## src/ghc_pkg.sv

```systemverilog
`timescale 1ns / 1ps

package ghc_pkg;

    localparam int ORDER_DEFAULT = 8;
    localparam int ELEM_W        = 3;
    localparam int OPCODE_W      = 2;
    localparam int IDX_W         = 4;

    typedef enum logic [OPCODE_W-1:0] {
        OP_WRITE_TABLE = 2'd0,
        OP_WRITE_MAP   = 2'd1,
        OP_CHECK       = 2'd2,
        OP_NONE        = 2'd3
    } opcode_t;

    typedef enum logic [1:0] {
        ST_IDLE,
        ST_READ_PAIR,
        ST_READ_IMAGE,
        ST_COMPARE
    } seq_state_t;

    typedef struct packed {
        logic              tbl_we;
        logic              map_we;
        logic [IDX_W-1:0]  row;
        logic [IDX_W-1:0]  col;
        logic [ELEM_W-1:0] value;
    } wr_req_t;

    typedef struct packed {
        logic [IDX_W-1:0] tbl_row;
        logic [IDX_W-1:0] tbl_col;
        logic [IDX_W-1:0] map_addr0;
        logic [IDX_W-1:0] map_addr1;
    } rd_req_t;

endpackage

```

## src/ghc_store.sv

```systemverilog
`timescale 1ns / 1ps

module ghc_store #(
    parameter int ORDER = ghc_pkg::ORDER_DEFAULT
) (
    input  logic                        clk,
    input  ghc_pkg::wr_req_t            wr,
    input  ghc_pkg::rd_req_t            rd,
    output logic [ghc_pkg::ELEM_W-1:0]  tbl_rdata,
    output logic [ghc_pkg::ELEM_W-1:0]  map_rdata0,
    output logic [ghc_pkg::ELEM_W-1:0]  map_rdata1
);

    localparam int CELLS = ORDER * ORDER;
    localparam int AW    = $clog2(CELLS);
    localparam int MW    = $clog2(ORDER);

    logic [ghc_pkg::ELEM_W-1:0] table_mem [CELLS];
    logic [ghc_pkg::ELEM_W-1:0] map_mem   [ORDER];

    logic [AW-1:0] wr_addr;
    logic [AW-1:0] rd_addr;

    assign wr_addr = AW'(int'(wr.row) * ORDER + int'(wr.col));
    assign rd_addr = AW'(int'(rd.tbl_row) * ORDER + int'(rd.tbl_col));

    always_ff @(posedge clk)
    begin
        if (wr.tbl_we)
        begin
            table_mem[wr_addr] <= wr.value;
        end
        tbl_rdata <= table_mem[rd_addr];
    end

    always_ff @(posedge clk)
    begin
        if (wr.map_we)
        begin
            map_mem[wr.row[MW-1:0]] <= wr.value;
        end
        map_rdata0 <= map_mem[rd.map_addr0[MW-1:0]];
        map_rdata1 <= map_mem[rd.map_addr1[MW-1:0]];
    end

endmodule

```

## src/ghc_seq.sv

```systemverilog
`timescale 1ns / 1ps

module ghc_seq #(
    parameter int ORDER = ghc_pkg::ORDER_DEFAULT
) (
    input  logic                        clk,
    input  logic                        rst_n,
    input  logic                        check_go,
    input  logic [ghc_pkg::ELEM_W-1:0]  tbl_rdata,
    input  logic [ghc_pkg::ELEM_W-1:0]  map_rdata0,
    input  logic [ghc_pkg::ELEM_W-1:0]  map_rdata1,
    output ghc_pkg::rd_req_t            rd,
    output logic                        busy,
    output logic                        done,
    output logic                        result
);

    localparam int CW = $clog2(ORDER);
    localparam logic [CW-1:0] LAST = CW'(ORDER - 1);

    ghc_pkg::seq_state_t state_reg, state_next;
    logic [CW-1:0] a_reg, a_next;
    logic [CW-1:0] b_reg, b_next;
    logic          done_reg, done_next;
    logic          result_reg, result_next;
    logic          match;
    logic          last_pair;

    assign match     = (tbl_rdata == map_rdata0);
    assign last_pair = (a_reg == LAST) && (b_reg == LAST);

    always_comb
    begin
        state_next = state_reg;
        unique case (state_reg)
            ghc_pkg::ST_IDLE:
            begin
                if (check_go)
                begin
                    state_next = ghc_pkg::ST_READ_PAIR;
                end
            end
            ghc_pkg::ST_READ_PAIR:  state_next = ghc_pkg::ST_READ_IMAGE;
            ghc_pkg::ST_READ_IMAGE: state_next = ghc_pkg::ST_COMPARE;
            ghc_pkg::ST_COMPARE:
            begin
                if (!match || last_pair)
                begin
                    state_next = ghc_pkg::ST_IDLE;
                end
                else
                begin
                    state_next = ghc_pkg::ST_READ_PAIR;
                end
            end
            default: state_next = ghc_pkg::ST_IDLE;
        endcase
    end

    always_comb
    begin
        rd          = '0;
        a_next      = a_reg;
        b_next      = b_reg;
        done_next   = 1'b0;
        result_next = result_reg;
        busy        = (state_reg != ghc_pkg::ST_IDLE);
        unique case (state_reg)
            ghc_pkg::ST_IDLE:
            begin
                if (check_go)
                begin
                    a_next = '0;
                    b_next = '0;
                end
            end
            ghc_pkg::ST_READ_PAIR:
            begin
                // t = table[a][b], ma = map[a], mb = map[b]
                rd.tbl_row   = ghc_pkg::IDX_W'(a_reg);
                rd.tbl_col   = ghc_pkg::IDX_W'(b_reg);
                rd.map_addr0 = ghc_pkg::IDX_W'(a_reg);
                rd.map_addr1 = ghc_pkg::IDX_W'(b_reg);
            end
            ghc_pkg::ST_READ_IMAGE:
            begin
                // table[ma][mb] and map[t]
                rd.tbl_row   = ghc_pkg::IDX_W'(map_rdata0);
                rd.tbl_col   = ghc_pkg::IDX_W'(map_rdata1);
                rd.map_addr0 = ghc_pkg::IDX_W'(tbl_rdata);
            end
            ghc_pkg::ST_COMPARE:
            begin
                if (!match || last_pair)
                begin
                    done_next   = 1'b1;
                    result_next = match;
                end
                else if (b_reg == LAST)
                begin
                    b_next = '0;
                    a_next = a_reg + 1'b1;
                end
                else
                begin
                    b_next = b_reg + 1'b1;
                end
            end
            default: ;
        endcase
    end

    always_ff @(posedge clk or negedge rst_n)
    begin
        if (!rst_n)
        begin
            state_reg  <= ghc_pkg::ST_IDLE;
            a_reg      <= '0;
            b_reg      <= '0;
            done_reg   <= 1'b0;
            result_reg <= 1'b0;
        end
        else
        begin
            state_reg  <= state_next;
            a_reg      <= a_next;
            b_reg      <= b_next;
            done_reg   <= done_next;
            result_reg <= result_next;
        end
    end

    assign done   = done_reg;
    assign result = result_reg;

endmodule

```

## src/group_homomorphism_check.sv

```systemverilog
`timescale 1ns / 1ps

// Homomorphism check over a stored Cayley table and element map.
// Input: a word is taken at a rising edge with start high and busy low.
//   opcode selects a table cell write (row, col, value), a map entry
//   write (row, value) or a check run. Writes with an element not below
//   ORDER, and the unused opcode, are dropped.
// Writes leave busy low and give no result.
// A check raises busy and walks every pair (a, b) through a pair read,
// an image read and a compare, using one table read port and two
// map read ports of the on-chip memories. It stops at the first mismatch.
// The next word may be taken once busy drops.
// Output: done pulses for one cycle with is_homomorphism valid. The
// receiver cannot stall; the result is taken in that cycle.
// Reset: control state clears; table and map contents stay undefined
// until written.

module group_homomorphism_check #(
    parameter int ORDER = ghc_pkg::ORDER_DEFAULT
) (
    input  logic                          clk,
    input  logic                          rst_n,
    input  logic                          start,
    output logic                          busy,
    input  logic [ghc_pkg::OPCODE_W-1:0]  opcode,
    input  logic [ghc_pkg::ELEM_W-1:0]    row,
    input  logic [ghc_pkg::ELEM_W-1:0]    col,
    input  logic [ghc_pkg::ELEM_W-1:0]    value,
    output logic                          done,
    output logic                          is_homomorphism
);

    logic                       accept;
    ghc_pkg::opcode_t           op;
    logic                       row_ok;
    logic                       col_ok;
    logic                       val_ok;
    ghc_pkg::wr_req_t           wr;
    ghc_pkg::rd_req_t           rd;
    logic [ghc_pkg::ELEM_W-1:0] tbl_rdata;
    logic [ghc_pkg::ELEM_W-1:0] map_rdata0;
    logic [ghc_pkg::ELEM_W-1:0] map_rdata1;

    assign accept = start && !busy;
    assign op     = ghc_pkg::opcode_t'(opcode);
    assign row_ok = (int'(row) < ORDER);
    assign col_ok = (int'(col) < ORDER);
    assign val_ok = (int'(value) < ORDER);

    assign wr.tbl_we = accept && (op == ghc_pkg::OP_WRITE_TABLE) && row_ok && col_ok && val_ok;
    assign wr.map_we = accept && (op == ghc_pkg::OP_WRITE_MAP) && row_ok && val_ok;
    assign wr.row    = ghc_pkg::IDX_W'(row);
    assign wr.col    = ghc_pkg::IDX_W'(col);
    assign wr.value  = value;

    ghc_store #(
        .ORDER(ORDER)
    ) u_store (
        .clk        (clk),
        .wr         (wr),
        .rd         (rd),
        .tbl_rdata  (tbl_rdata),
        .map_rdata0 (map_rdata0),
        .map_rdata1 (map_rdata1)
    );

    ghc_seq #(
        .ORDER(ORDER)
    ) u_seq (
        .clk        (clk),
        .rst_n      (rst_n),
        .check_go   (accept && (op == ghc_pkg::OP_CHECK)),
        .tbl_rdata  (tbl_rdata),
        .map_rdata0 (map_rdata0),
        .map_rdata1 (map_rdata1),
        .rd         (rd),
        .busy       (busy),
        .done       (done),
        .result     (is_homomorphism)
    );

endmodule

```

## config.mk

```make
export PLATFORM = sky130hd
export DESIGN_NAME = group_homomorphism_check
export DESIGN_NICKNAME = d
export VERILOG_FILES = /design/src/ghc_pkg.sv /design/src/ghc_store.sv /design/src/ghc_seq.sv /design/src/group_homomorphism_check.sv
export SDC_FILE = /design/constraint.sdc
export NUM_CORES = 1
export LEC_CHECK = 0
export ABC_AREA = 0
export BUFFER_PORTS_ARGS = -buffer_cell sky130_fd_sc_hd__buf_4
export CAP_MARGIN = 20
export CORE_UTILIZATION = 59
export CTS_CLUSTER_DIAMETER = 60
export DETAILED_ROUTE_END_ITERATION = 16
export PLACE_DENSITY = 0.75
export SLEW_MARGIN = 10
export SYNTH_ARGS = -nofsm -noshare
export SYNTH_HDL_FRONTEND = slang
export SYNTH_SLANG_ARGS = --single-unit
```

## constraint.sdc

```tcl
create_clock -name clk -period 2.9 [get_ports clk]
set_input_delay 0.145 -clock clk [delete_from_list [all_inputs] [get_ports clk]]
set_output_delay 0.145 -clock clk [all_outputs]
set_load 0.01 [all_outputs]
```

==> out/summary.txt <==
outcome = finished clean
Die H = 133 microns
Synth top cells by count = edfxtp_1 (216), nand2_1 (96), nor2_1 (91)
required time of the critical path = 3310 ps
Final setup viols = 0
Worst Path Max Fanout = 22
R2R Setup Slk = 160 ps
GRT Resource Usage Total = 29.1%
Largest register FFs = 192
PD cells = 819 nW/um^2
CTS H-Tree Depth = 1
Leakage = 0.00392 uW
f_max = 366 MHz
io pins = 17
antenna violations before repair = 1
Distinct cells, synth = 62
num rows = 47
DR vias/cell = 6.68
Slew HR = 47.0%
clock skew = 9.79 ps
fin crit share = 94.3%
Core Util, Final = 68.0%
Yosys reg bits = 235
multi-input logic area = 2970 sq um
filler instances = 1187
clock sink total = 235
Total Wirelength = 24800 microns
reg2reg end = u_store.tbl_rdata[0]
min-delay src = opcode[1]
fraction of layout cells with a size suffix above 1 = 13.8%
worst-skew pair later-pin latency = 520 ps
cell taking the most area after synthesis = edfxtp_1
CTS Buf Count = 24
dpl hpwl = 16000 microns
Reg-to-Reg Start = u_seq.state_reg[0]
die area = 17700 sq um
first-pass GRT wire length = 38600 microns
worst endpoint data arrival time = 3140 ps
Register Area = 6920 sq um
CP Class = reg2reg
Syn Nets = 781
Pwr Total = 9300 uW
register area share after synthesis = 68.3%
final instance area = 11400 sq um
setup ws final = 165 ps
crit path capture type = flop
Tightest Hold Check Type = in2reg
pre-CTS setup slack = 98.0 ps
# DRC = 0
DRT Pass-1 Iters = 6
clock root buffer master = clkbuf_16
ys flop type = edfxtp_1
Fin Hold WS = 134 ps
synthesis-to-layout area growth = 12.2%
Slew Limit Fails = 0
fin nets = 819
gr ovfl total = 0
Synth area leaders = edfxtp_1 (64%), nand2_1 (3.6%), nor2_1 (3.4%)
Yosys Warn Count = 0
VDD IR max = 0.623 mV
I/O Buffers = 16
Clock Tree Buf Depth = 3
WL per Instance = 24.0 microns
number of synthesized flops with an enable pin = 216
Initial Util = 60.7%
R2R depth = 11
Mapped Cells = 758
pin count of the biggest net entering global routing = 73
number of max-cap violations = 0
Slew @ Worst Pin = 795 ps
fin crit period = 2740 ps
CTS clock-pin slew for the worst setup and hold paths = 60 ps
core area = 16700 sq um
most common cell in the netlist = edfxtp_1
Post-DP Area = 10600 sq um
critical path startpoint category = flop
CTS tree = yes
Syn Std Cell Area = 10100 sq um
Syn Area/Cell = 13.4 sq um
Yosys top cell area share = 64.0%
Chip Width = 133 microns
hold path depth = 4
ys async rst share = 4.26%
DRT iter0 DRCs = 990
Top reg by flops = u_store.table_mem
number of hold violations in the final report = 0
hold path endpoint = u_seq.state_reg[1]
vias in the first global route = 6787
final antenna-violating net count = 0
gpl congestion = 0.967
Vias = 6910
[metal layers]
layer	up-vias	part of all wire, %	global-route usage, %
li1	2977	-	-
met1	3352	38	39.3
met2	496	48	47.6
met3	85	11	5.25
met4	0	3.5	10.6
met5	-	0	0
[worst max path at each step]
stage                                       to               start  slack [ps]  depth (start not counted)
after floorplan           u_store.tbl_rdata[2]  u_seq.state_reg[1]         580                         10
after global placement    u_store.tbl_rdata[2]  u_seq.state_reg[0]         220                         10
after detailed placement  u_store.tbl_rdata[2]  u_seq.state_reg[0]         100                         10
after CTS                 u_store.tbl_rdata[2]  u_seq.state_reg[0]          30                         10
after global routing      u_store.tbl_rdata[0]  u_seq.state_reg[0]        -0.9                         11
final                     u_store.tbl_rdata[0]  u_seq.state_reg[0]         160                         11
[placed cells by master (no fill, tap or decap), types with 10 or more instances in the layout]
cell type / netlist / layout
edfxtp_1: 216 / 216
nand2_1: 96 / 96
nor2_1: 91 / 91
buf_4: 7 / 48
o21ai_0: 30 / 30
mux2i_1: 29 / 29
clkbuf_16: 0 / 25
a21oi_1: 22 / 22
or3_1: 20 / 20
nand3_1: 20 / 20
o211ai_1: 19 / 19
a31oi_1: 12 / 12
dfrtp_1: 10 / 10
[repair_timing]
| item | 4_1_cts | 5_1_grt |
|---|---|---|
| hold endpoints to repair | 10 | 0 |
| resized for setup | 0 | 3 |
| setup endpoints to repair | 0 | 3 |
| hold buffers | 2 | 0 |
| setup buffers | 0 | 0 |
[where the power goes]
part           internal (uW)  switching [uW]  leakage (uW)
logic                    903            1660       0.00141
registers               3780            85.1       0.00215
clock network           1660            1220      0.000359
total                   6350            2960       0.00392
[cell type report]
type,instances,share of cell area [%]
Sequential cell,235,60.9
Multi-Input combinational cell,476,26.1
Clock buffer,32,5.74
Timing Repair Buffer,54,3.97
Tap cell,220,2.42
Clock inverter,12,0.683
Inverter,5,0.165
Antenna cell,1,0.0220
[logic make-up after synthesis]
logic type / share of synthesized area [%]
DFF: 68.3
adders and majority gates: 1.11
and+or+nand+nor: 12.2
muxes: 5.01
buffers and inverters: 2.47
AOI/OAI and AO/OA: 10.7
xor gates and xnor gates: 0.259
[critical path, cell delays in order, from the launching register on]
cell	delay [ps]
dfrtp_1	400
inv_1	110
ha_1	350
inv_2	310
nor2_1	160
buf_12	200
nor2_1	340
buf_4	210
a21oi_1	60
a31oi_1	210
nand2_1	120
and3_1	150
[metrics by stage]
step	TNS, ps	instances
global placement	0	988
finish	0	1035
detailed placement	0	988
global route	-0.927	1034
CTS	0	1034
floorplan	0	758
Note: power is estimated with default switching activity, not from simulation.
